## src/sv/assert_macros.svh

```systemverilog
// Assertion macros shared by the RTL files.
`ifndef ASSERT_MACROS_SVH
`define ASSERT_MACROS_SVH
`ifndef ASSERT_OFF
`define ASSERT_CLK(lbl, clk, rst_n, prop) \
    lbl: assert property (@(posedge clk) disable iff (!rst_n) prop) \
        else $error("assertion failed");
`define ASSERT_NEVER(lbl, clk, rst_n, expr) \
    lbl: assert property (@(posedge clk) disable iff (!rst_n) !(expr)) \
        else $error("forbidden condition");
`else
`define ASSERT_CLK(lbl, clk, rst_n, prop)
`define ASSERT_NEVER(lbl, clk, rst_n, expr)
`endif
`endif

```

## src/sv/ssr_pkg.sv

```systemverilog
// Types, widths and codes shared by the scissor rectangle block.
package ssr_pkg;
    localparam int FRAC_BITS = 16;
    localparam int NORM_BITS = 28;
    localparam int NW  = NORM_BITS;
    localparam int MW  = 2 * NORM_BITS + 2;   // product / magnitude width
    localparam int SW  = MW + 1;              // signed normal components
    localparam int QW  = 32;                  // quotient operand width
    localparam int PW  = 64;                  // multiplier product width
    localparam int VW  = FRAC_BITS + 3;       // signed bound width
    localparam int QLW = FRAC_BITS + 2;       // quotient magnitude width
    localparam int WW  = 16;                  // window / pixel width
    localparam int CW  = 31;                  // Q15.16 register width
    localparam int PXW = VW + WW;
    localparam int QDEPTH = 2;
    localparam int QPW = $clog2(QDEPTH);

    localparam logic signed [VW-1:0] V_ONE = VW'(1 << FRAC_BITS);
    localparam logic [QLW-1:0] Q_LIM = QLW'(2 << FRAC_BITS);

    typedef enum logic [2:0] {
        CFG_NEAR   = 3'd0,
        CFG_HALF_W = 3'd1,
        CFG_HALF_H = 3'd2,
        CFG_WIN_W  = 3'd3,
        CFG_WIN_H  = 3'd4
    } t_cfg_idx;

    typedef struct packed {
        logic [CW-1:0] npd;
        logic [CW-1:0] half_w;
        logic [CW-1:0] half_h;
        logic [WW-1:0] win_w;
        logic [WW-1:0] win_h;
    } t_cfg;

    // one axis after scaling to working precision
    typedef struct packed {
        logic          sa;
        logic [NW-1:0] ua;
        logic          sz;
        logic [NW-1:0] uz;
        logic [NW-1:0] ur;
        logic          skip;
    } t_axis_in;

    typedef struct packed {
        t_axis_in ax;
        t_axis_in ay;
    } t_item;

    typedef struct packed {
        logic idle;
        logic done;
    } t_axis_stat;

    typedef enum logic [4:0] {
        S_IDLE, S_SQ_A, S_SQ_Z, S_SQ_R, S_DISC, S_SQRT,
        S_P_ZQ, S_P_RA, S_P_AQ, S_P_RZ, S_RZ,
        S_ROOT, S_QNORM, S_QMA, S_QMB, S_QCMP, S_QDIV, S_QUPD,
        S_NEXT, S_DONE
    } t_axis_state;
endpackage

```

## src/sv/ssr_fifo.sv

```systemverilog
// Short queue of scaled items between the input stage and the solvers.
module ssr_fifo import ssr_pkg::*; (
    input  logic  i_clk,
    input  logic  i_rst_n,
    input  logic  i_push,
    input  t_item i_item,
    output logic  o_full,
    input  logic  i_pop,
    output logic  o_empty,
    output t_item o_item
);
    t_item            r_mem [QDEPTH];
    logic [QPW-1:0]   r_wp, r_rp;
    logic [QPW:0]     r_cnt;
    logic             w_wr, w_rd;

    assign o_full  = (r_cnt == (QPW+1)'(QDEPTH));
    assign o_empty = (r_cnt == '0);
    assign w_wr    = i_push && !o_full;
    assign w_rd    = i_pop && !o_empty;
    assign o_item  = r_mem[r_rp];

    always_ff @(posedge i_clk) begin
        if (!i_rst_n) begin
            r_wp  <= '0;
            r_rp  <= '0;
            r_cnt <= '0;
        end else begin
            if (w_wr) r_wp <= (r_wp == QPW'(QDEPTH - 1)) ? '0 : r_wp + 1'b1;
            if (w_rd) r_rp <= (r_rp == QPW'(QDEPTH - 1)) ? '0 : r_rp + 1'b1;
            r_cnt <= r_cnt + (QPW+1)'(w_wr) - (QPW+1)'(w_rd);
        end
    end

    always_ff @(posedge i_clk) begin
        if (w_wr) r_mem[r_wp] <= i_item;
    end
endmodule

```

## config.mk

```make
export PLATFORM = sky130hd
export DESIGN_NAME = ssr_fifo
export DESIGN_NICKNAME = d
export VERILOG_FILES = /design/src/sv/assert_macros.svh /design/src/sv/ssr_pkg.sv /design/src/sv/ssr_fifo.sv
export SDC_FILE = /design/constraint.sdc
export NUM_CORES = 1
export LEC_CHECK = 0
export CAP_MARGIN = 10
export CORE_UTILIZATION = 28
export CTS_BUF_LIST = sky130_fd_sc_hd__clkbuf_2
export DETAILED_ROUTE_END_ITERATION = 8
export DONT_BUFFER_PORTS = 1
export GPL_TIMING_DRIVEN = 1
export PLACE_DENSITY_LB_ADDON = 0.05
export SLEW_MARGIN = 25
export SYNTH_ARGS = -nofsm -noshare
export SYNTH_HDL_FRONTEND = slang
export SYNTH_SLANG_ARGS = --single-unit
export TNS_END_PERCENT = 100
```

## constraint.sdc

```tcl
create_clock -name i_clk -period 9.85 [get_ports i_clk]
set_input_delay 0.985 -clock i_clk [delete_from_list [all_inputs] [get_ports i_clk]]
set_output_delay 0.985 -clock i_clk [all_outputs]
set_load 0.1 [all_outputs]
```

; ---- After elaboration in Yosys (flattened, before gate mapping)
; Memories as Yosys holds them, arrays and structs flattened. A register that Yosys moved wholly into a read port is not among the register bits.
; Index checks and enable logic that the tools add are counted.
[op_classes]
n_eq_ne = 1
muxes = 6
n_reduce_logical = 5
add_sub_neg = 4
[ops]
columns = operator, n
row1 = two-way mux 1 bit, 6
row2 = adder 1 bit (second input constant), 2
row3 = adder 2 x 1 -> 2 bit, 1
row4 = == test 2 bit (second input constant), 1
row5 = logical AND 1 bit, 2
row6 = zero test 1 bit, 2
row7 = zero test 2 bit, 1
row8 = subtractor 2 x 1 -> 2 bit, 1
[totals]
reg_bits = 4
out_inout_bits = 176
n_memories = 1
word_cells = 20
inputBits = 178
ramBits = 348
[memory_table]
columns = name, words, width, rd, rd_ports_with_merged_regs, wr, line
row1 = r_mem, 2, 174, 1, 1, 1, ssr_fifo.sv:12  ; t_item r_mem [QDEPTH];

; ---- Longest topological paths before layout
; Gate-level depths: netlist of run 1.
[depth]
word_depth = 5
depth_mapped = 8
ltp_nobuf = 8

; ---- Least setup slack after synthesis of run 1
; OpenSTA, ideal clock, no wires.
[synth_path]
kind = input -> register
start = in i_push
end = mem r_mem[0][0] (netlist bit), enable pin
setup_time_ns = 0.710
arrival_ns = 8.297
path_slack_ns = 0.843
t_required_ns = 9.140
path_stages = 2
path_buffers = 0
cell_sequence = nand2_1 nor2_1
[synth_between]
elab_chain_len = 3
[synth_lines]
columns = item, line
row1 = "start, declared", ssr_fifo.sv:5  ; input logic i_push,
row2 = logical AND 1 bit, ssr_fifo.sv:19  ; assign w_wr = i_push && !o_full;
row3 = two-way mux 1 bit, ssr_fifo.sv:36  ; if (w_wr) r_mem[r_wp] <= i_item;
row4 = two-way mux 1 bit (not written as such), ssr_fifo.sv:36
row5 = "end, declared", ssr_fifo.sv:12
; Every way passes these cells.

==> run summary, run 1 <==
The flow ran to the end, and the final reports show no timing, DRC or antenna violations. The launching point of the worst reg2reg path is r_cnt[0]$_SDFF_PN0_. In this run the deepest clock path goes through 3 buffers. The run gives 0 as the max-cap violation count.

The final estimated routing congestion in global placement was 0.747. Among cell families on the critical path, the largest total delay comes from flip-flops. The run gives 1 as the number of antenna violations at the first check in global routing.

The worst stage delay on the critical path came out at 0.90 ns. The via count of the first global-routing pass was 6922; the post-route standard cell area excluding fillers was 16100 µm². Dividing the detail-routed wire length by the instance count gives 19.3 µm. For the maximum achievable frequency, the log shows 219 MHz.

For the final database, setup skew stands at 0.0517 ns. The run gives 17 as the number of distinct standard cells referenced by the synthesized netlist. TritonCTS built the clock tree. The die extent in x came out at 216 µm. The number of stages on the worst hold path came out at 2. The post-CTS repair timing setup buffer count was 0. Kind of critical path: reg2out.

The logs give 0.345 for the worst relative slew slack and 4356 for the filler cell count. Summed over all layers, the routed wires come to 28900 µm. The post-synthesis to final-layout area growth came out at 24.9%. The path class of the tightest hold or removal check is in2reg. The logic depth of the worst register-to-register path came out at 5.

The final critical delay including setup and external delays was 4.57 ns. After synthesis, the largest family of logic cells by area is multiplexers. The die is 216 µm tall.

Mean number of vias per cell: 4.23. In the layout the commonest cells are sky130_fd_sc_hd__edfxtp_1, sky130_fd_sc_hd__dlygate4sd3_1, sky130_fd_sc_hd__mux2_2. The fraction of layout cells with a size suffix above 1 was 0.363. Buffers placed on the I/O ports in this run total 0. Once detail routing completed, the nets flagged for antenna violations numbered 0.

Entering global routing, the biggest net connects 75 pins. The logs give 0.821 for the fraction of the yosys area taken by sequential cells and 3.58 ns for the critical path data arrival time. The startpoint of the tightest hold check path is i_push. The TritonCTS buffer count was 94; the clock latency on the worst-skew pair was 0.98 ns. The fraction of the mapped netlist area in simple logic gates came out at 0.00487.

Leaving out fill and tap cells, the most frequent cell in the layout is sky130_fd_sc_hd__edfxtp_1. The clock tree synthesis step divided the H-tree into 3 levels. The cell area reported after detailed placement is 13500 µm², and the max-slew violation total from the final report is 0.

Averaged over all synthesized cells, the footprint is 22.6 µm². For the residual overflow from global routing, the log shows 0. The number of hold-slack violations in the final timing report is 0, and the final period utilization is 0.464. Clock-pin slew was measured on the worst setup and hold paths at 0.11 ns.

The tools report the global-route wire length before repair as 42100 µm. The initial DRC count is 228, and the post-synthesis share of cell area spent on full adders, half adders and majority gates is 0.00195. Starting density of the core: 0.284. The tree is rooted in a sky130_fd_sc_hd__clkbuf_2. Walking the worst path, the cells encountered are buf_4 -> mux2_2.

Setup repair after global routing left no endpoint under its margin. The global routing usage summed across all routing layers was 0.122; the count of final setup violators was 0. Hold timing on the final database bottoms out at a slack of 0.298 ns. The worst hold path endpoint is r_wp$_SDFFE_PN0P_. The tools report the capturing element type of the critical path as an output port. Counting every instance in the synthesized netlist gives 568. The final route contains 6332 vias.

The wire-length estimate of the detail-placed layout is 18000 µm. The post-detailed-route DRC marker count is 0. Buffers inserted to repair hold after CTS numbered 175.

At the pin with the least slew margin, the transition time is 0.982 ns. The logs give 353 for the clock net sink count and 354 for the number of top-level pins. The terminus of the critical flop-to-flop path is r_mem[0][155]$_DFFE_PP_. Multiplexer share of the synthesized area: 0.153. For this run, the detailed router's first-pass iteration total came to 4. The xor and xnor fraction of the mapped netlist area is 0.00136.

Counting every net in the synthesized netlist gives 748. The floorplan has 78 rows. Adding up every negative setup slack in the final design gives 0 ns.

Master of the slowest instance on the critical path: sky130_fd_sc_hd__dfxtp_4. Post-CTS repair changed the size of 0 cells. The share of the synthesized area in compound gates (AO/OA/AOI/OAI) was 0.000584; the required time reported for the critical path endpoint was 8.87 ns. The die covers 46800 µm².

The net count of the finished layout was 1007. Across all register-to-register paths, the minimum setup slack is 7.09 ns. The run gives 45300 µm² as the placeable core region.

Worst-path maximum fanout: 73. The count of buffer and inverter cells on the critical path came out at 1. STA classifies the critical path startpoint as a flip-flop.

The Yosys step of the flow raised 0 warnings. After synthesis the cells add up to 12900 µm². After synthesis the netlist holds a flip-flop and latch count of 353.
==> synth_stat cells <==
library cell,n,area share
sky130_fd_sc_hd__o21a_1,1,0.00058
sky130_fd_sc_hd__and3_1,1,0.00049
sky130_fd_sc_hd__buf_6,18,0.016
sky130_fd_sc_hd__dfxtp_1,5,0.0078
sky130_fd_sc_hd__nor2_1,5,0.0015
sky130_fd_sc_hd__edfxtp_1,348,0.81
sky130_fd_sc_hd__nor3_1,1,0.00039
sky130_fd_sc_hd__xnor2_1,1,0.00068
sky130_fd_sc_hd__mux2i_1,1,0.00078
sky130_fd_sc_hd__ha_1,2,0.0019
sky130_fd_sc_hd__mux2_2,174,0.15
sky130_fd_sc_hd__nand2b_1,2,0.00097
sky130_fd_sc_hd__xor2_1,1,0.00068
sky130_fd_sc_hd__buf_2,1,0.00039
sky130_fd_sc_hd__inv_1,3,0.00088
sky130_fd_sc_hd__and2_1,2,0.00097
sky130_fd_sc_hd__nand2_1,2,0.00058
==> state kept, by name, summed over array words and instances, names as in the netlist, named ones only <==
signal,flops
r_mem,348
r_cnt,2
r_rp,1
r_wp,1
==> through the flow <==
stage | worst slack [ns] | cells | util
after floorplan | 0.843 | 568 | -
after global placement | 6.36 | 1156 | 0.297
after detailed placement | 6.25 | 1156 | 0.297
after CTS | 4.99 | 1497 | 0.354
after global routing | 4.90 | 1498 | 0.355
final | 5.28 | 1498 | 0.355
==> layer usage <==
metal,up-vias,GRT usage,wire (µm)
met5,-,0,0
met3,45,0.0486,2350
li1,2831,-,-
met4,0,0.0669,685
met2,272,0.192,14100
met1,3184,0.143,11700
==> kinds of logic (layout without fill, tap and decap cells) <==
kind of cell | after synthesis | after routing
buffers and inverters | 22 | 351
AO/OA/AOI/OAI | 1 | 1
flip-flops | 353 | 353
other | 0 | 1
multiplexers | 175 | 175
XOR/XNOR | 2 | 2
adder cells (fa/ha/maj) | 2 | 2
AND/OR/NAND/NOR | 13 | 13
==> worst max-delay path by stage <==
stage | to | slack [ns] | depth (start not counted)
finish | o_item[171] | 5.28 | 2
global route | o_item[171] | 4.90 | 2
CTS | o_item[171] | 4.99 | 2
detailed placement | o_item[171] | 6.25 | 2
global placement | o_item[7] | 6.36 | 2
floorplan | r_mem[0][0]$_DFFE_PP_ | 0.84 | 2
==> area by class of cell <==
| type | instances | area (µm²) | area share |
|---|---|---|---|
| Timing Repair Buffer | 182 | 1810 | 0.113 |
| Inverter | 3 | 11.3 | 0.000701 |
| Multi-Input combinational cell | 193 | 2100 | 0.131 |
| Clock inverter | 35 | 166 | 0.0104 |
| Antenna cell | 1 | 2.50 | 0.000156 |
| Tap cell | 600 | 751 | 0.0468 |
| Clock buffer | 131 | 656 | 0.0408 |
| Sequential cell | 353 | 10600 | 0.657 |
Power of run 1 is not shown: default switching activity piles up to over one toggle a cycle in this logic, so the estimate is an artifact.
==> run 2: changes to the inputs <==
clock period = 4.65 ns   (was 9.85 ns; I/O delays follow)
==> run summary, run 2 <==
The flow did not finish. It got as far as 4_1_cts and failed there. The tool reported: "[ERROR RSZ-0060] Max buffer count reached".

During synthesis, Yosys emitted a total of 0 warnings. Area share of the largest cell type after synthesis: 0.813. The fraction of the mapped netlist area in simple logic gates was 0.00487. The synthesized design contains 353 register bits. Clock tree synthesis selected as its root buffer the cell sky130_fd_sc_hd__clkbuf_2.

The starting density of the core was 0.284; the number of enable flip-flop cells after synthesis was 348. The tools report the number of distinct standard cells referenced by the synthesized netlist as 17. The cell taking the most area after synthesis is sky130_fd_sc_hd__edfxtp_1. The post-CTS resize count was 0; the TritonCTS buffer count was 90. In this run the post-CTS setup repair buffer count came out at 0. Each instance of the synthesized netlist takes up on average 22.6 µm². The die is 216 µm tall. The final estimated routing congestion in global placement came out at 0.760. The multiplexer share of the synthesized area is 0.153.

By area the synthesized netlist is led by sky130_fd_sc_hd__edfxtp_1, sky130_fd_sc_hd__mux2_2, sky130_fd_sc_hd__buf_6, sky130_fd_sc_hd__dfxtp_1, sky130_fd_sc_hd__ha_1. The clock passes through at most 3 buffers. The post-synthesis instance total was 568. The logs give 0.821 for the fraction of the yosys area taken by sequential cells and 353 for the clock net sink count. The number of nets handed over by synthesis was 748. The die extent in x is 216 µm. The most used flip-flop cell after synthesis is sky130_fd_sc_hd__edfxtp_1. In the synthesized netlist, the cells that appear most often are sky130_fd_sc_hd__edfxtp_1, sky130_fd_sc_hd__mux2_2, sky130_fd_sc_hd__buf_6. The placed instance count was 1158; the worst-case setup slack after placement was 2.08 ns. The share of flip-flops with an asynchronous set or reset works out to 0. The share of the synthesized area in compound gates (AO/OA/AOI/OAI) was 0.000584; the xor and xnor fraction of the mapped netlist area was 0.00136. Port buffering added 0 buffers.

For this design the top-level I/O count stands at 354. sky130_fd_sc_hd__edfxtp_1 is the most common cell in the netlist. The post-synthesis share of cell area spent on full adders, half adders and majority gates is 0.00195. After synthesis the cells add up to 12900 µm².

For the detailed-placement wirelength estimate, the log shows 18900 µm. Dominant combinational cell family by area after synthesis: multiplexers. The hold buffer count at CTS came out at 263. The number of levels the H-tree was split into is 3. After floorplanning, the core was divided into 78 placement rows.
-- run 2: cell counts after synthesis --
Identical to the previous run, type by type.
-- run 2: per-stage QoR --
step                       util  area [µm²]
after detailed placement  0.299       13600
after global placement    0.299       13500
after floorplan               -       12900
-- run 2: cells by family after synthesis --
group                      count (synthesis)
muxes                                    175
AOI/OAI and AO/OA                          1
and+or+nand+nor                           13
DFF                                      353
buffers and inverters                     22
xor gates and xnor gates                   2
adders and majority gates                  2
==> run 3: changes to the inputs <==
CORE_UTILIZATION = 20   (was 28)
CTS_BUF_LIST = not set   (was sky130_fd_sc_hd__clkbuf_2)
PLACE_DENSITY_LB_ADDON = 0.15   (was 0.05)
==> run summary, run 3 (synthesis results as in run 1) <==
The critical path data arrival time is 2.71 ns. The tools report the count of final setup violators as 0. The post-CTS repair timing setup buffer count came out at 0.

For the number of hold-slack violations in the final timing report, the log shows 0. The first global-routing pass estimated 42300 µm of wire. The tree is rooted in a sky130_fd_sc_hd__clkbuf_16.

STA classifies the critical path endpoint as an output port. The pin count of the biggest net entering global routing came out at 160. Counting the buffers created by CTS gives 41. The clock latency on the worst-skew pair was 0.55 ns. For the initial DRC count, the log shows 249. Across the routed clock network, the largest skew measured is 0.0243 ns. The clock net sink count is 353, and the overall die height is 255 µm.

The largest registers in the layout are r_mem: 348 flops, r_cnt: 2 flops. The number of iterations in the first detailed-routing pass came out at 4. The tools report the launching point of the worst reg2reg path as r_cnt[0]$_SDFF_PN0_.

The run gives 1400 as the placed instance count. The tools report the max-slew violation total from the final report as 0. The clock passes through at most 3 buffers. The worst setup path is launched from a flip-flop.

In the final routed layout, each cell accounts on average for 17.2 µm. In this run the worst hold path is classified as in2reg. The final period utilization works out to 0.683. The kind of critical path is reg2out. The floorplan step defined a die boundary enclosing 65300 µm². After clock tree synthesis, the repair step resized 0 gates. Data on the critical path is required at its endpoint by 4.18 ns.

The die extent in x is 255 µm. The fraction of layout cells with a size suffix above 1 is 0.308, and the placeable core region is 63300 µm². Using the TritonRoute via totals, the vias-per-cell ratio works out to 3.62. From synthesis to final layout, the design area changed by 31.9%.

Leading cell type in the layout, fill and taps excluded: sky130_fd_sc_hd__edfxtp_1. The run gives 2100 µm² as the area of combinational cells with multiple inputs. 354 I/O pins were placed. The worst hold path begins at i_rst_n.

Register bank with the most flops: r_mem. The antenna violation net count after detailed routing is 0. Leaving out fill and tap cells, the most frequent cells in the layout are sky130_fd_sc_hd__edfxtp_1, sky130_fd_sc_hd__dlygate4sd3_1, sky130_fd_sc_hd__mux2_2. The total negative setup slack was 0 ns.

The hold buffer count at CTS is 175, and the clock transition time at the flip-flop clock pins of the worst setup and hold paths is 0.06 ns. Post-detailed-route DRC marker count: 0. Across the run, the number of max-cap violations was 0. The worst path needs 3.18 ns of the cycle, external delays included. Setup repair after global routing left no endpoint under its margin. The initialized floorplan defines 92 standard-cell rows. The run finished with clean final reports. The number of flip-flops in the largest register works out to 348. The tools report the residual overflow from global routing as 0. In this run the number of H-tree levels came out at 2. At the end of routability-driven placement, the weighted congestion stood at 0.718.

The logs give 0.335 for the worst relative slew slack and 1652 for the final non-filler cell total. The detailed-placement wirelength estimate was 18100 µm; the fraction of the core area covered by cells at the end of the flow was 0.268. In this run the worst path has a maximum fanout of 60. The transition time of the tightest slew-check pin was 0.997 ns. The filler cell count came out at 6388. The final route contains 5978 vias.

For the via count of the first global-routing pass, the log shows 6624. Static timing analysis puts the maximum clock frequency at 315 MHz. Starting density of the core: 0.203. For this run, the post-layout net count is 952. The number of antenna violations at the first check in global routing was 4.

The global routing usage summed across all routing layers is 0.0854, and the quantity of I/O buffers inserted on ports is 0. The routed design has 28500 µm of wire. TritonCTS built the clock tree. For the sequential standard cell area, the log shows 10600 µm².
[run 3: path summary, 6_finish.rpt]
| path | end | slack, ns | cells after the start |
|---|---|---|---|
| setup / recovery | o_item[12] | 1.47 | 2 |
| hold / removal | r_wp$_SDFFE_PN0P_ | 0.07 | 2 |
| setup reg to reg | r_mem[1][74]$_DFFE_PP_ | 2.35 | 3 |
| hold reg to reg | flip-flop | 0.53 | 2 |
[run 3: cell type report]
class	count	area share
Antenna cell	1	0.000148
Clock buffer	45	0.0639
Clock inverter	31	0.0184
Inverter	3	0.000664
Multi-Input combinational cell	193	0.124
Sequential cell	353	0.623
Tap cell	846	0.0624
Timing Repair Buffer	180	0.108
[run 3: through the flow]
| stage | hold slack (ns) | area [µm²] | setup WS (ns) |
|---|---|---|---|
| floorplan | 0.481 | 12900 | 1.02 |
| global placement | 0.501 | 13800 | 2.06 |
| detailed placement | 0.522 | 13800 | 2.02 |
| CTS | 0.0166 | 16900 | 1.38 |
| global route | 0.0311 | 16900 | 1.29 |
| finish | 0.0700 | 17000 | 1.47 |
[run 3: critical path: stages, from the launching register on]
cell and delay, ns:
sky130_fd_sc_hd__dfxtp_4 0.90, sky130_fd_sc_hd__buf_4 0.53, sky130_fd_sc_hd__mux2_2 0.62
[run 3: metal layers]
layer  share of wire  vias to the layer above  GRT usage  wire length (µm)
met5          0.0014                        -          0                39
met4           0.027                        6     0.0309               756
met3           0.098                       56     0.0438              2800
met2            0.51                      205      0.146             14400
met1            0.37                     3023     0.0890             10400
li1                -                     2688          -                 -
Power of run 3 is left out for the same reason.
==> run 4: changes to the inputs <==
ABC_AREA = 1   (was not set)
clock period = 2.9 ns   (was 4.65 ns; I/O delays follow)
==> run summary, run 4 <==
The tools report the clock net sink count as 353. The number of clock buffers added by TritonCTS is 41. Synthesis produced a netlist with a net count of 759. Among all cell types in the netlist, the one instantiated most often is sky130_fd_sc_hd__edfxtp_1.

The post-route standard cell area excluding fillers is 17000 µm², and the quantity of I/O buffers inserted on ports is 0. The critical path capture point is o_item[54]. The final critical delay including setup and external delays is 2.50 ns.

Summed over all nets, wire length on met3 after detailed routing comes to 2260 µm. The synthesized design spends more area on one cell type than any other, namely sky130_fd_sc_hd__edfxtp_1. The share of flip-flops with an asynchronous set or reset was 0.

Before CTS, the worst setup slack after placement is 0.898 ns. The detailed-placement wirelength estimate was 19300 µm; the via count of the first global-routing pass was 6775. The tools report the fraction of the core area covered by cells at the end of the flow as 0.269. The flow ran to the end, and the final reports show no timing, DRC or antenna violations.

The clock latency on the worst-skew pair was 0.54 ns; the average wire length per cell after detail routing was 17.5 µm. Entering global routing, the biggest net connects 88 pins. The total power of the final layout is 19.6 mW. STA classifies the critical path startpoint as a flip-flop. The mean number of vias per cell is 3.63, and the residual overflow from global routing is 0.

At the pin with the least slew margin, the transition time is 0.819 ns. The sum of met2 wire segment lengths after detailed routing was 15300 µm; the die extent in x was 256 µm. The starting density of the core was 0.203; the synthesized area per cell was 22.2 µm². Max-cap violation count: 0. The min-delay analysis places its worst path in the category in2reg. The floorplan step defined a die boundary enclosing 65300 µm².

TritonCTS built the clock tree. Synthesis produced a netlist whose cell count is 579. Setup slack on the critical path of the routed design comes to 0.400 ns.

After clock tree synthesis, the clock-pin slew on the worst setup and hold paths is 0.06 ns. The synthesized design contains 348 enable-type register cells. For the maximum vdd ir drop, the log shows 0.550 mV. The critical path data arrival time is 2.21 ns. The tools report the max-slew violation total from the final report as 0. The fraction of layout cells with a size suffix above 1 is 0.302.

The detailed-route wire length on metal 1 is 10700 µm. In this run the vertical extent of the chip is 256 µm. Number of warnings issued by yosys: 0.

The congestion estimate from routability-driven global placement came to 0.768. The area share of the largest cell type after synthesis is 0.812. Summing all placed instances gives a cell area of 13900 µm². The launching point of the worst reg2reg path was r_cnt[1]$_SDFF_PN0_.

Leaving out fill and tap cells, the most frequent cell in the layout is sky130_fd_sc_hd__edfxtp_1. The run gives 1418 as the placed instance count. The run gives 0 as the post-CTS repair timing setup buffer count. The capturing element type of the critical path is an output port. The register with the most flip-flops in the layout has 348 of them.

At the end of the flow, the number of nets in the layout was 972. The ratio of total power to cell area was 1150 nW/µm²; the global routing usage summed across all routing layers was 0.0867. The largest registers in the layout are r_mem: 348 flops, r_cnt: 2 flops.

The number of iterations in the first detailed-routing pass is 4, and the post-detailed-route DRC marker count is 0. In the post-synthesis netlist, the biggest area contributors are sky130_fd_sc_hd__edfxtp_1, sky130_fd_sc_hd__mux2_2, sky130_fd_sc_hd__buf_6, sky130_fd_sc_hd__dfxtp_1, sky130_fd_sc_hd__inv_1. In the layout the commonest cells are sky130_fd_sc_hd__edfxtp_1, sky130_fd_sc_hd__dlygate4sd3_1, sky130_fd_sc_hd__mux2_2. Root buffer cell: sky130_fd_sc_hd__clkbuf_16. The flip-flop and latch count after synthesis came out at 353.

The final period utilization is 0.862. The setup check on the worst reg-to-reg path leaves a slack of 1.07 ns. Setup repair after global routing left no endpoint under its margin.

The required time reported for the critical path endpoint came out at 2.61 ns. After synthesis, the most frequently instantiated cells are sky130_fd_sc_hd__edfxtp_1, sky130_fd_sc_hd__mux2_2, sky130_fd_sc_hd__buf_6. Along the worst path, the maximum fanout reaches 45. The fraction of the yosys area taken by sequential cells was 0.820. By startpoint and endpoint, the worst setup path is classified as reg2out.

The H-tree was split into 2 levels. In this run the deepest clock path goes through 3 buffers. The placeable core region is 63300 µm². During I/O placement, the number of pins put on the boundary was 354. The initial DRC count came out at 328. Hold is met by 0.0563 ns. Highest metal layer with signal wires: met5. The synthesized area is 12900 µm², and the count of vias placed by the detailed router is 6043. For the final database, setup skew stands at 0.0125 ns.

Among all flip-flop cells after synthesis, the most frequent one is sky130_fd_sc_hd__edfxtp_1. In the final timing run, aggregate negative setup slack is 0 ns. The logic depth of the worst register-to-register path is 10. The first global-routing pass estimated 43000 µm of wire. Number of antenna violations at the first check in global routing: 2. The area growth from synthesis to layout is 32.1%.

The maximum achievable frequency was 400 MHz. The finished layout holds 1666 standard cells, fillers aside. In this run, distinct cell masters in the synthesized netlist total 11.

The leakage power of the design was 5.49 nW. Ranked by flip-flop count, first place goes to r_mem. The floorplan has 92 rows. The run gives 0 as the number of hold-slack violations in the final timing report.

For the routed wire length, the log shows 29100 µm. The endpoint identified for the worst register-to-register timing path is r_cnt[1]$_SDFF_PN0_. In this run the remaining antenna-violating nets after routing total 0. The logs give 0.454 for the worst relative slew slack and 0 for the antenna diode count. Setup violations remaining at the end of the flow were counted as 0.
run 4: what timing repair did:
item,4_1_cts,5_1_grt
hold endpoints to repair,353,0
hold buffers,177,0
gates resized for setup,0,0
run 4: power breakdown:
part           leakage [nW]  internal, mW  switching (mW)
registers              3.29          6.48           0.230
clock network         0.633          3.04            1.96
logic                  1.57          1.13            6.78
total                  5.49          10.6            8.96
run 4: how the worst min path moves through the flow:
stage,cells past startpoint,endpoint,slack [ns],start
floorplan,2,r_cnt[0]$_SDFF_PN0_,0.38,i_rst_n
global placement,0,r_mem[0][160]$_DFFE_PP_,0.39,i_item[160]
detailed placement,0,r_mem[1][171]$_DFFE_PP_,0.39,i_item[171]
CTS,4,flip-flop,0.003,i_pop
global route,4,flip-flop,0.06,i_pop
finish,4,flip-flop,0.06,i_pop
run 4: area by class of cell:
cell class / instances / area (µm²)
clock buffers: 52 / 1110
clock inverters: 19 / 190
fillers: 6393 / 46300
inverters: 9 / 37.5
multi-input cells: 198 / 2100
flip-flops and latches: 353 / 10600
well taps: 846 / 1060
repair buffers: 189 / 1950
run 4: layer usage:
| metal | vias to the layer above | GRT usage |
|---|---|---|
| li1 | 2716 | - |
| met1 | 3054 | 0.0889 |
| met2 | 207 | 0.156 |
| met3 | 62 | 0.0357 |
| met4 | 4 | 0.0338 |
| met5 | - | 0 |
run 4: logic make-up after synthesis:
kind of cell               count (synthesis)  synth area share
adders and majority gates                  2           0.00194
buffers and inverters                     28            0.0188
muxes                                    174             0.152
AOI/OAI and AO/OA                          2          0.000778
DFF                                      353             0.820
and+or+nand+nor                           20           0.00613
run 4: worst max-delay path: stages, from the launching register on:
cell	delay, ns
sky130_fd_sc_hd__dfxtp_4	0.64
sky130_fd_sc_hd__buf_12	0.30
sky130_fd_sc_hd__mux2_2	0.61
Note: power is estimated with default switching activity, not from simulation.
